`src/hdl/sparse_frame_dirty_rows_core_assert.svh`:
```
// Assertion macros for the sparse frame dirty-row detector.
// Used by the top level; no other dependencies.
`ifndef SPARSE_FRAME_DIRTY_ROWS_CORE_ASSERT_SVH
`define SPARSE_FRAME_DIRTY_ROWS_CORE_ASSERT_SVH

`ifndef SYNTH

// Check that a condition holds at every clock edge out of reset
`define SFDR_ASSERT_ALWAYS(lbl, cond) \
    lbl: assert property (@(posedge i_clk) disable iff (!i_rst_n) (cond)) \
        else $error("sfdr invariant violated");

// Check that a trigger implies a condition in the same cycle
`define SFDR_ASSERT_NOW(lbl, trig, cond) \
    lbl: assert property (@(posedge i_clk) disable iff (!i_rst_n) (trig) |-> (cond)) \
        else $error("sfdr same-cycle check failed");

// Check that a trigger implies a condition in the next cycle
`define SFDR_ASSERT_NEXT(lbl, trig, cond) \
    lbl: assert property (@(posedge i_clk) disable iff (!i_rst_n) (trig) |=> (cond)) \
        else $error("sfdr next-cycle check failed");

`else

`define SFDR_ASSERT_ALWAYS(lbl, cond)
`define SFDR_ASSERT_NOW(lbl, trig, cond)
`define SFDR_ASSERT_NEXT(lbl, trig, cond)

`endif

`endif

```
`src/hdl/sfdr_pkg.sv`:
```
// Shared types, constants and helper functions of the dirty-row detector.
// No dependencies; used by all modules of the block.
package sfdr_pkg;

    localparam int MAX_DIM    = 4096;
    localparam int PIXEL_BITS = 32;
    localparam int DIM_W      = 12;   // row / column index width
    localparam int CFG_W      = 13;   // width / height register width
    localparam int SHIFT_W    = 6;
    localparam int SLIP_W     = 3;
    localparam int DIFF_W     = 15;   // row*slip + shift + bias - column

    localparam int S_TDATA_W  = 96;
    localparam int M_TDATA_W  = 32;

    // Common multiple of every step, keeps the phase difference non-negative
    localparam logic [DIFF_W-1:0] SAMPLE_BIAS = 15'd4200;

    // Height band limits
    localparam logic [CFG_W-1:0] BAND_LIM_0 = 13'd540;
    localparam logic [CFG_W-1:0] BAND_LIM_1 = 13'd720;
    localparam logic [CFG_W-1:0] BAND_LIM_2 = 13'd1080;
    localparam logic [CFG_W-1:0] BAND_LIM_3 = 13'd1440;

    // Register reset values
    localparam logic [CFG_W-1:0] WIDTH_RST  = 13'd1920;
    localparam logic [CFG_W-1:0] HEIGHT_RST = 13'd1080;

    // Configuration register indexes
    localparam logic REG_FRAME_WIDTH  = 1'b0;
    localparam logic REG_FRAME_HEIGHT = 1'b1;

    // Queue between front and back
    localparam int QDEPTH = 4;
    localparam int QPTR_W = 2;
    localparam int QCNT_W = 3;

    // Inverses modulo 2^15 (and 2^12 for the factor 3 of 24) for divisibility
    localparam logic [DIFF_W-1:0] INV3_15  = 15'd10923;
    localparam logic [DIFF_W-1:0] INV15_15 = 15'd28399;
    localparam logic [DIFF_W-1:0] INV35_15 = 15'd12171;
    localparam logic [11:0]       INV3_12  = 12'd2731;
    localparam logic [DIFF_W-1:0] LIM3_15  = 15'd10922;
    localparam logic [DIFF_W-1:0] LIM15_15 = 15'd2184;
    localparam logic [DIFF_W-1:0] LIM35_15 = 15'd936;
    localparam logic [11:0]       LIM3_12  = 12'd1365;

    typedef enum logic [2:0] {
        BAND_SLIP2 = 3'd0,
        BAND_SLIP3 = 3'd1,
        BAND_SLIP4 = 3'd2,
        BAND_SLIP5 = 3'd3,
        BAND_SLIP6 = 3'd4
    } t_band;

    // One classified pixel handed from front to back
    typedef struct packed {
        logic [DIM_W-1:0] row;
        logic             hit;
        logic             frame_end;
    } t_cls;

    // Queue status seen by the front and the top level
    typedef struct packed {
        logic              full;
        logic [QCNT_W-1:0] count;
    } t_q_stat;

    function automatic t_band band_for(input logic [CFG_W-1:0] h);
        t_band b;
        if (h < BAND_LIM_0)      b = BAND_SLIP2;
        else if (h < BAND_LIM_1) b = BAND_SLIP3;
        else if (h < BAND_LIM_2) b = BAND_SLIP4;
        else if (h < BAND_LIM_3) b = BAND_SLIP5;
        else                     b = BAND_SLIP6;
        return b;
    endfunction

    function automatic logic [SLIP_W-1:0] slip_of(input t_band b);
        logic [SLIP_W-1:0] s;
        case (b)
            BAND_SLIP2: s = 3'd2;
            BAND_SLIP3: s = 3'd3;
            BAND_SLIP4: s = 3'd4;
            BAND_SLIP5: s = 3'd5;
            BAND_SLIP6: s = 3'd6;
            default:    s = 3'd6;
        endcase
        return s;
    endfunction

    // True when d is a multiple of the band's step (slip*slip-1).
    // Odd steps use the modular-inverse test; 8 and 24 check the low bits first.
    function automatic logic step_hit(input t_band b, input logic [DIFF_W-1:0] d);
        logic [2*DIFF_W-1:0] p;
        logic [23:0]         q;
        logic                h;
        p = '0;
        q = '0;
        case (b)
            BAND_SLIP2: begin
                p = (2*DIFF_W)'(d) * (2*DIFF_W)'(INV3_15);
                h = (p[DIFF_W-1:0] <= LIM3_15);
            end
            BAND_SLIP3: begin
                h = (d[2:0] == 3'd0);
            end
            BAND_SLIP4: begin
                p = (2*DIFF_W)'(d) * (2*DIFF_W)'(INV15_15);
                h = (p[DIFF_W-1:0] <= LIM15_15);
            end
            BAND_SLIP5: begin
                q = 24'(d[DIFF_W-1:3]) * 24'(INV3_12);
                h = (d[2:0] == 3'd0) && (q[11:0] <= LIM3_12);
            end
            BAND_SLIP6: begin
                p = (2*DIFF_W)'(d) * (2*DIFF_W)'(INV35_15);
                h = (p[DIFF_W-1:0] <= LIM35_15);
            end
            default: h = 1'b0;
        endcase
        return h;
    endfunction

endpackage

```
`src/hdl/sfdr_front.sv`:
```
// Front part: accepts pixel pairs, works out the sampling match and the
// pixel difference over two stages, and pushes classified items. Uses sfdr_pkg.
module sfdr_front (
    input  logic                                 i_clk,
    input  logic                                 i_rst_n,
    input  logic                                 i_s_tvalid,
    output logic                                 o_s_tready,
    input  logic [sfdr_pkg::S_TDATA_W-1:0]       i_s_tdata,
    input  logic                                 i_s_tlast,
    input  logic [sfdr_pkg::CFG_W-1:0]           i_frame_width,
    input  logic [sfdr_pkg::CFG_W-1:0]           i_frame_height,
    input  sfdr_pkg::t_q_stat                    i_q_stat,
    output logic                                 o_push,
    output sfdr_pkg::t_cls                       o_item
);

    logic [sfdr_pkg::PIXEL_BITS-1:0] w_old;
    logic [sfdr_pkg::PIXEL_BITS-1:0] w_new;
    logic [sfdr_pkg::DIM_W-1:0]      w_col;
    logic [sfdr_pkg::DIM_W-1:0]      w_row;
    logic [sfdr_pkg::SHIFT_W-1:0]    w_shift;
    sfdr_pkg::t_band                 w_band;
    logic [sfdr_pkg::DIFF_W-1:0]     w_diff;
    logic                            w_adv1;
    logic                            w_adv2;

    // Stage 1 registers
    logic                            r_v1;
    sfdr_pkg::t_band                 r_band1;
    logic [sfdr_pkg::DIFF_W-1:0]     r_diff1;
    logic                            r_inb1;
    logic                            r_ne1;
    logic [sfdr_pkg::DIM_W-1:0]      r_row1;
    logic                            r_last1;

    // Stage 2 registers
    logic                            r_v2;
    sfdr_pkg::t_cls                  r_item2;

    // Unpack the input transfer
    assign w_old   = i_s_tdata[31:0];
    assign w_new   = i_s_tdata[63:32];
    assign w_col   = i_s_tdata[75:64];
    assign w_row   = i_s_tdata[87:76];
    assign w_shift = i_s_tdata[93:88];

    // Phase difference: row*slip + shift - column, biased by a common multiple
    assign w_band = sfdr_pkg::band_for(i_frame_height);
    assign w_diff = sfdr_pkg::DIFF_W'(w_row) * sfdr_pkg::DIFF_W'(sfdr_pkg::slip_of(w_band))
                  + sfdr_pkg::DIFF_W'(w_shift) + sfdr_pkg::SAMPLE_BIAS
                  - sfdr_pkg::DIFF_W'(w_col);

    // Advance each stage when the one after it has room
    assign w_adv2     = !r_v2 || !i_q_stat.full;
    assign w_adv1     = !r_v1 || w_adv2;
    assign o_s_tready = w_adv1;
    assign o_push     = r_v2 && !i_q_stat.full;
    assign o_item     = r_item2;

    // Stage 1: capture difference, bounds and pixel compare
    always_ff @(posedge i_clk) begin
        if (!i_rst_n) begin
            r_v1 <= 1'b0;
        end else if (w_adv1) begin
            r_v1 <= i_s_tvalid;
        end
        if (w_adv1) begin
            r_band1 <= w_band;
            r_diff1 <= w_diff;
            r_inb1  <= ({1'b0, w_row} < i_frame_height) && ({1'b0, w_col} < i_frame_width);
            r_ne1   <= (w_old != w_new);
            r_row1  <= w_row;
            r_last1 <= i_s_tlast;
        end
    end

    // Stage 2: divisibility test, form the classified item
    always_ff @(posedge i_clk) begin
        if (!i_rst_n) begin
            r_v2 <= 1'b0;
        end else if (w_adv2) begin
            r_v2 <= r_v1;
        end
        if (w_adv2) begin
            r_item2.row       <= r_row1;
            r_item2.hit       <= r_inb1 && r_ne1 && sfdr_pkg::step_hit(r_band1, r_diff1);
            r_item2.frame_end <= r_last1;
        end
    end

endmodule

```
`src/hdl/sfdr_queue.sv`:
```
// Short queue of classified items between front and back parts.
// Uses sfdr_pkg for the item type and depth.
module sfdr_queue (
    input  logic               i_clk,
    input  logic               i_rst_n,
    input  logic               i_push,
    input  sfdr_pkg::t_cls     i_item,
    input  logic               i_pop,
    output logic               o_valid,
    output sfdr_pkg::t_cls     o_item,
    output sfdr_pkg::t_q_stat  o_stat
);

    sfdr_pkg::t_cls                  r_mem [sfdr_pkg::QDEPTH];
    logic [sfdr_pkg::QPTR_W-1:0]     r_wr;
    logic [sfdr_pkg::QPTR_W-1:0]     r_rd;
    logic [sfdr_pkg::QCNT_W-1:0]     r_count;
    logic                            w_do_pop;

    assign o_valid     = (r_count != '0);
    assign o_item      = r_mem[r_rd];
    assign o_stat.full = (r_count == sfdr_pkg::QCNT_W'(sfdr_pkg::QDEPTH));
    assign o_stat.count = r_count;
    assign w_do_pop    = i_pop && o_valid;

    // Store pushed items
    always_ff @(posedge i_clk) begin
        if (i_push) begin
            r_mem[r_wr] <= i_item;
        end
    end

    // Advance pointers and occupancy
    always_ff @(posedge i_clk) begin
        if (!i_rst_n) begin
            r_wr    <= '0;
            r_rd    <= '0;
            r_count <= '0;
        end else begin
            if (i_push) begin
                r_wr <= r_wr + 1'b1;
            end
            if (w_do_pop) begin
                r_rd <= r_rd + 1'b1;
            end
            case ({i_push, w_do_pop})
                2'b10:   r_count <= r_count + 1'b1;
                2'b01:   r_count <= r_count - 1'b1;
                default: r_count <= r_count;
            endcase
        end
    end

endmodule

```
`src/hdl/sfdr_back.sv`:
```
// Back part: tracks per-row hits, the dirty flag and the row range, and
// holds the end-of-frame result in an output register. Uses sfdr_pkg.
module sfdr_back (
    input  logic                            i_clk,
    input  logic                            i_rst_n,
    input  logic                            i_valid,
    input  sfdr_pkg::t_cls                  i_item,
    output logic                            o_pop,
    input  logic [sfdr_pkg::CFG_W-1:0]      i_frame_height,
    output logic                            o_m_tvalid,
    input  logic                            i_m_tready,
    output logic [sfdr_pkg::M_TDATA_W-1:0]  o_m_tdata
);

    logic                            r_dirty;
    logic [sfdr_pkg::DIM_W-1:0]      r_low;
    logic [sfdr_pkg::CFG_W-1:0]      r_high;
    logic                            r_row_done;
    logic [sfdr_pkg::DIM_W-1:0]      r_last_row;
    logic                            r_out_valid;
    logic                            r_out_changed;
    logic [sfdr_pkg::DIM_W-1:0]      r_out_first;
    logic [sfdr_pkg::DIM_W-1:0]      r_out_last;

    logic                            n_dirty;
    logic [sfdr_pkg::DIM_W-1:0]      n_low;
    logic [sfdr_pkg::CFG_W-1:0]      n_high;
    logic                            n_row_done;

    logic [sfdr_pkg::SLIP_W-1:0]     w_slip;
    logic                            w_done_eff;
    logic                            w_take;
    logic [sfdr_pkg::CFG_W-1:0]      w_row_hi;
    logic [sfdr_pkg::CFG_W-1:0]      w_hmax;
    logic [sfdr_pkg::CFG_W-1:0]      w_hclip;
    logic                            w_out_free;

    assign w_slip     = sfdr_pkg::slip_of(sfdr_pkg::band_for(i_frame_height));
    assign w_out_free = !r_out_valid || i_m_tready;
    // Hold a frame end while the previous result still waits
    assign o_pop      = i_valid && (!i_item.frame_end || w_out_free);

    // Row hit tracking and range update for the popped item
    always_comb begin
        w_done_eff = (i_item.row != r_last_row) ? 1'b0 : r_row_done;
        w_take     = i_item.hit && !w_done_eff;
        w_row_hi   = {1'b0, i_item.row} + sfdr_pkg::CFG_W'(w_slip);
        n_row_done = w_take ? 1'b1 : w_done_eff;
        n_dirty    = r_dirty;
        n_low      = r_low;
        n_high     = r_high;
        if (w_take) begin
            n_dirty = 1'b1;
            if (!r_dirty) begin
                n_low = (i_item.row > sfdr_pkg::DIM_W'(w_slip))
                      ? i_item.row - sfdr_pkg::DIM_W'(w_slip) : '0;
            end
            if (w_row_hi > r_high) begin
                n_high = w_row_hi;
            end
        end
        // Clamp to the frame and to the largest index
        w_hmax = n_high;
        if (i_frame_height != '0 && w_hmax > i_frame_height - 1'b1) begin
            w_hmax = i_frame_height - 1'b1;
        end
        w_hclip = w_hmax;
        if (w_hmax > sfdr_pkg::CFG_W'(sfdr_pkg::MAX_DIM - 1)) begin
            w_hclip = sfdr_pkg::CFG_W'(sfdr_pkg::MAX_DIM - 1);
        end
    end

    // Frame state: restart after a frame end
    always_ff @(posedge i_clk) begin
        if (!i_rst_n) begin
            r_dirty    <= 1'b0;
            r_low      <= '0;
            r_high     <= '0;
            r_row_done <= 1'b0;
            r_last_row <= '0;
        end else if (o_pop) begin
            if (i_item.frame_end) begin
                r_dirty    <= 1'b0;
                r_low      <= '0;
                r_high     <= '0;
                r_row_done <= 1'b0;
                r_last_row <= '0;
            end else begin
                r_dirty    <= n_dirty;
                r_low      <= n_low;
                r_high     <= n_high;
                r_row_done <= n_row_done;
                r_last_row <= i_item.row;
            end
        end
    end

    // Output register: load on frame end, drop on transfer
    always_ff @(posedge i_clk) begin
        if (!i_rst_n) begin
            r_out_valid <= 1'b0;
        end else if (o_pop && i_item.frame_end) begin
            r_out_valid <= 1'b1;
        end else if (i_m_tready) begin
            r_out_valid <= 1'b0;
        end
        if (o_pop && i_item.frame_end) begin
            r_out_changed <= n_dirty;
            r_out_first   <= n_dirty ? n_low : '0;
            r_out_last    <= n_dirty ? w_hclip[sfdr_pkg::DIM_W-1:0] : '0;
        end
    end

    assign o_m_tvalid = r_out_valid;
    assign o_m_tdata  = {7'd0, r_out_last, r_out_first, r_out_changed};

endmodule

```
`src/hdl/sparse_frame_dirty_rows_core.sv`:
```
// Top level of the sparse frame dirty-row detector: configuration registers,
// front, queue and back. Uses sfdr_pkg, sfdr_front, sfdr_queue, sfdr_back.
//
// Takes one pixel pair per clock, sustained, and reports once per frame on
// the transfer marked last: the dirty flag and the refresh row range. Each
// pixel passes two front stages (bounds, phase arithmetic, then the
// divisibility test of the sampling phase), a four-entry queue, and a
// registered state update in the back part; o_m_tvalid comes from an output
// register loaded when the back part pops the frame's last item. The back
// update takes one item per clock and sets the rate; input stalls only when a
// frame result waits in the output register and the queue fills behind it.
`include "sparse_frame_dirty_rows_core_assert.svh"

module sparse_frame_dirty_rows_core (
    input  logic                            i_clk,
    input  logic                            i_rst_n,
    // Input pixel stream
    input  logic                            i_s_tvalid,
    output logic                            o_s_tready,
    // tdata, low bit up: old_pixel[31:0], new_pixel[63:32], column[75:64],
    // row[87:76], phase_shift[93:88], zero pad[95:94]
    input  logic [sfdr_pkg::S_TDATA_W-1:0]  i_s_tdata,
    input  logic                            i_s_tlast,   // frame_end
    // Frame result stream
    output logic                            o_m_tvalid,
    input  logic                            i_m_tready,
    // tdata, low bit up: changed[0], first_row[12:1], last_row[24:13],
    // zero pad[31:25]
    output logic [sfdr_pkg::M_TDATA_W-1:0]  o_m_tdata,
    // Configuration writes
    input  logic                            i_cfg_valid,
    output logic                            o_cfg_ready,
    input  logic                            i_cfg_index,
    input  logic [sfdr_pkg::CFG_W-1:0]      i_cfg_data
);

    logic [sfdr_pkg::CFG_W-1:0] r_frame_width;
    logic [sfdr_pkg::CFG_W-1:0] r_frame_height;

    logic                       w_push;
    sfdr_pkg::t_cls             w_front_item;
    sfdr_pkg::t_q_stat          w_q_stat;
    logic                       w_q_valid;
    sfdr_pkg::t_cls             w_q_item;
    logic                       w_pop;

    assign o_cfg_ready = 1'b1;

    // Configuration registers
    always_ff @(posedge i_clk) begin
        if (!i_rst_n) begin
            r_frame_width  <= sfdr_pkg::WIDTH_RST;
            r_frame_height <= sfdr_pkg::HEIGHT_RST;
        end else if (i_cfg_valid) begin
            case (i_cfg_index)
                sfdr_pkg::REG_FRAME_WIDTH:  r_frame_width  <= i_cfg_data;
                sfdr_pkg::REG_FRAME_HEIGHT: r_frame_height <= i_cfg_data;
                default: ;
            endcase
        end
    end

    sfdr_front u_front (
        .i_clk          (i_clk),
        .i_rst_n        (i_rst_n),
        .i_s_tvalid     (i_s_tvalid),
        .o_s_tready     (o_s_tready),
        .i_s_tdata      (i_s_tdata),
        .i_s_tlast      (i_s_tlast),
        .i_frame_width  (r_frame_width),
        .i_frame_height (r_frame_height),
        .i_q_stat       (w_q_stat),
        .o_push         (w_push),
        .o_item         (w_front_item)
    );

    sfdr_queue u_queue (
        .i_clk   (i_clk),
        .i_rst_n (i_rst_n),
        .i_push  (w_push),
        .i_item  (w_front_item),
        .i_pop   (w_pop),
        .o_valid (w_q_valid),
        .o_item  (w_q_item),
        .o_stat  (w_q_stat)
    );

    sfdr_back u_back (
        .i_clk          (i_clk),
        .i_rst_n        (i_rst_n),
        .i_valid        (w_q_valid),
        .i_item         (w_q_item),
        .o_pop          (w_pop),
        .i_frame_height (r_frame_height),
        .o_m_tvalid     (o_m_tvalid),
        .i_m_tready     (i_m_tready),
        .o_m_tdata      (o_m_tdata)
    );

    // Queue never overfills
    `SFDR_ASSERT_ALWAYS(a_queue_bound, w_q_stat.count <= sfdr_pkg::QCNT_W'(sfdr_pkg::QDEPTH))
    // A full queue takes no push
    `SFDR_ASSERT_NOW(a_no_push_full, w_q_stat.full, !w_push)
    // A clean frame reports an empty range
    `SFDR_ASSERT_NOW(a_clean_zero, o_m_tvalid && !o_m_tdata[0], o_m_tdata[24:1] == 24'd0)
    // A dirty range is never inverted
    `SFDR_ASSERT_NOW(a_range_order, o_m_tvalid && o_m_tdata[0], o_m_tdata[12:1] <= o_m_tdata[24:13])

endmodule
```
`config.mk`:
```
export PLATFORM = sky130hd
export DESIGN_NAME = sparse_frame_dirty_rows_core
export DESIGN_NICKNAME = d
export VERILOG_FILES = /design/src/hdl/sfdr_pkg.sv /design/src/hdl/sfdr_front.sv /design/src/hdl/sfdr_queue.sv /design/src/hdl/sfdr_back.sv /design/src/hdl/sparse_frame_dirty_rows_core.sv
export VERILOG_INCLUDE_DIRS = /design/src /design/src/hdl
export SDC_FILE = /design/constraint.sdc
export NUM_CORES = 1
export LEC_CHECK = 0
export BUFFER_PORTS_ARGS = -buffer_cell sky130_fd_sc_hd__clkbuf_2
export CAP_MARGIN = 20
export CORE_ASPECT_RATIO = 0.9
export CORE_MARGIN = 3
export CORE_UTILIZATION = 50
export CTS_CLUSTER_SIZE = 20
export DETAILED_ROUTE_END_ITERATION = 8
export GPL_TIMING_DRIVEN = 0
export HOLD_SLACK_MARGIN = 0.08
export PLACE_DENSITY_LB_ADDON = 0.12
export REMOVE_ABC_BUFFERS = 1
export SYNTH_ARGS = -nofsm -noshare
export SYNTH_HDL_FRONTEND = slang
export SYNTH_HIERARCHICAL = 1
export SYNTH_SLANG_ARGS = --single-unit
```
`constraint.sdc`:
```
create_clock -name i_clk -period 8.4 [get_ports i_clk]
set_clock_uncertainty 0.15 [all_clocks]
set_input_delay 0.84 -clock i_clk [delete_from_list [all_inputs] [get_ports i_clk]]
set_output_delay 0.84 -clock i_clk [all_outputs]
set_load 0.01 [all_outputs]
```
==> reports/results.ini <==
[synth]
synth_warnings=6
synth_ff_type=edfxtp_1
synth_area_leaders=edfxtp_1 (20%), fa_1 (16%), ha_1 (15%), dfxtp_1 (8.1%), inv_1 (6.7%)
yosysUniqueCellTypes=80
async_flop_share=0
netlist_area_um2=18960
synth-compound-area-share=0.1110
ys_seq_area_frac=0.2841
synthXorXnorAreaFrac=0.07577
synth_edf_count=128
syn_avg_cell_area_um2=10.07
netlist_instances=1883
synthAdderAreaFrac=0.3094
synthSimpleGateAreaFrac=0.1054
synth_top_area_share=0.2028
synth_mux_area_frac=0.03049
synth_top_family_by_area=adder cells
ys_ff_latch=205
yosysTopAreaCell=edfxtp_1

[critical_path]
cp-end-kind=flip-flop
regToRegEndpoint=u_back/r_out_last[1]$_SDFFCE_PP0P_
r2r_slack_ps=830
r2r_cells=25
crit_type=flip-flop to flip-flop
worstPathArrival_ps=7640
crit_path_max_fanout=19
reg2reg_from=r_frame_height[5]$_SDFFE_PN1P_
startpoint_type=flip-flop
cp.required_ps=8470

[cts]
htreeDepth=1
cts_resized=0
clk_pin_slew_worst_paths_ps=60
cts_hold_buf=0
insertion_delay_ps=520
cts_made_buffers=21
post_cts_buffers=0
cts_sinks=205
cts_max_path_buffers=3
cts-root-buf=clkbuf_16
cts_tree=yes

[job]
maxCapViolCount=0

[global_route]
grtUsageTotal=0.2228
grt_max_degree=74
grt_pass1_vias=13280
grt-ovfl-total=0
antenna_found_initial=1
grt_pass1_wl_um=70930

[drt]
initialDrtViolationCount=854
vias=13490
wl_um=44480
wl_per_cell_um=17.79
vias_per_cell=5.395
ant_nets=0
drtPass1Iterations=5
drc=0

[layout]
final-instance-count-excl-fill=2500
final_nets=2498
antenna_cells=0
area_delta_synth_final_pct=9.392
drive_above_1_share=0.1041
fillCellCount=3272
finish.instance_area_um2=20740

[placement]
placed_area_um2=20050
hpwl_um=35560
port_buffers=140
place_inst=2461
place.gp.congestion=0.8821

[timing]
hold_viol=0
fmax_ghz=0.1321
period_minus_slack_ps=7568
maxSlewViolCount=0
rsz0062_at_grt=no
period_share=0.9010
finalSetupTns_ps=0
setup_viol=0
max_slew_margin=0.3307
worst_slew_pin_slew_ps=1002

[die]
boundaryPins=151
core_area_um2=37300
die_w_um=211.2
design.die.area_um2=40290
start_util=0.5082
die_h_um=190.7
row_count=67

[min_path]
hp-class=flip-flop to flip-flop
hold_end=u_front/o_item[12]$_DFFE_PP_
hp-start=u_front/r_row1[10]$_DFFE_PP_
min_path_cells=0

[outcome]
outcome=completed

[cell usage after synthesis (all sizes together) (24+ instances only)]
cell and n:
edfxtp 128, inv 339, a21boi 31, clkbuf 24, and2 30, xnor2 138, nand3 31, nor2b 38
buf 31, nand2 120, dfxtp 77, nor2 61, a21oi 71, ha 232, fa 148, o21ai 48
xor2 26, a21o 29, nor3 33
[cell usage in the layout (no fill, tap or decap), drive strengths merged, types with 29 or more instances in the layout]
| cell type | instances |
|---|---|
| a21boi | 31 |
| inv | 340 |
| nand2 | 120 |
| nor2 | 61 |
| fa | 148 |
| a21o | 29 |
| and2 | 30 |
| clkbuf | 168 |
| o21ai | 48 |
| dfxtp | 77 |
| nor3 | 33 |
| xnor2 | 138 |
| nor2b | 38 |
| ha | 232 |
| nand3 | 31 |
| edfxtp | 128 |
| a21oi | 71 |
[through the flow]
stage | utilization | worst slack [ps] | hold WS, ps
2_1_floorplan | - | 2091 | 250.3
4_1_cts | 0.5556 | 553.0 | 270.1
3_3_place_gp | 0.5355 | 739.1 | 251.8
5_1_grt | 0.5559 | 226.7 | 278.9
6_report | 0.5559 | 831.8 | 268.4
3_5_place_dp | 0.5374 | 574.3 | 254.5
[cell families (layout without fill, tap and decap cells)]
group / after synthesis / count (layout)
AOI/OAI and AO/OA: 301 / 301
xor gates and xnor gates: 164 / 164
adders and majority gates: 380 / 380
buffers and inverters: 394 / 522
DFF: 205 / 205
muxes: 38 / 38
other: 2 / 8
and+or+nand+nor: 399 / 399
[state kept, by name, indices dropped and copies added (netlist names), 3 cells and up, named ones only]
| signal | cells |
|---|---|
| u_back/r_last_row | 12 |
| u_front/r_diff1 | 15 |
| u_back/r_high | 13 |
| u_front/r_band1 | 3 |
| u_back/r_out_last | 12 |
| r_frame_height | 13 |
| u_front/o_item | 14 |
| u_queue/r_count | 3 |
| u_back/r_low | 12 |
| r_frame_width | 13 |
| u_front/r_row1 | 12 |
| u_back/r_out_first | 12 |
| u_queue/r_mem | 56 |
[cell type report]
type	count	area, um2	share of cell area
inverters	339	1272	0.06136
multi-input cells	1290	12020	0.5796
clock inverters	10	108.9	0.005249
repair buffers	145	774.5	0.03735
flip-flops and latches	205	5386	0.2597
clock buffers	28	571.8	0.02757
well taps	483	604.3	0.02914
[worst max path at each step]
stage | slack (ps) | endpoint | from | depth (start not counted)
finish | 830 | u_back/r_out_last[1]$_SDFFCE_PP0P_ | r_frame_height[5]$_SDFFE_PN1P_ | 25
floorplan | 2090 | u_back/r_out_last[1]$_SDFFCE_PP0P_ | flip-flop | 22
detailed placement | 570 | u_back/r_out_last[1]$_SDFFCE_PP0P_ | flip-flop | 22
CTS | 550 | u_back/r_out_last[1]$_SDFFCE_PP0P_ | flip-flop | 22
global placement | 740 | u_back/r_out_last[1]$_SDFFCE_PP0P_ | flip-flop | 22
global route | 230 | u_back/r_out_last[1]$_SDFFCE_PP0P_ | r_frame_height[5]$_SDFFE_PN1P_ | 25
[per-layer routing]
| layer | wire length (um) | up-vias | share of wire | track usage |
|---|---|---|---|---|
| met4 | 535 | 2 | 0.012 | 0.03116 |
| met2 | 18490 | 409 | 0.42 | 0.3319 |
| met5 | 15 | - | 0.00034 | 0 |
| met1 | 22170 | 6468 | 0.50 | 0.3453 |
| li1 | - | 6563 | - | - |
| met3 | 3264 | 45 | 0.073 | 0.04178 |
[worst max-delay path, cell delays in order, from the launching register on]
cell and delay (ps):
dfxtp_1 450, o211a_1 280, o21ai_0 230, nand2_1 170, inv_1 140, a32o_1 220
ha_1 190, inv_1 60, fa_1 430, nand2b_1 200, a2111oi_0 690, ha_1 240
nand3_1 100, nor3_1 330, o31ai_1 180, a21o_1 330, nor2_1 480, a21boi_0 230
ha_1 380, nand3_1 100, o21bai_1 170, a311oi_1 320, o21a_2 460, and2_1 310
o21bai_4 220, a31oi_1 190
Power is not shown: default switching activity piles up to over one toggle a cycle in this logic, so the estimate is an artifact.
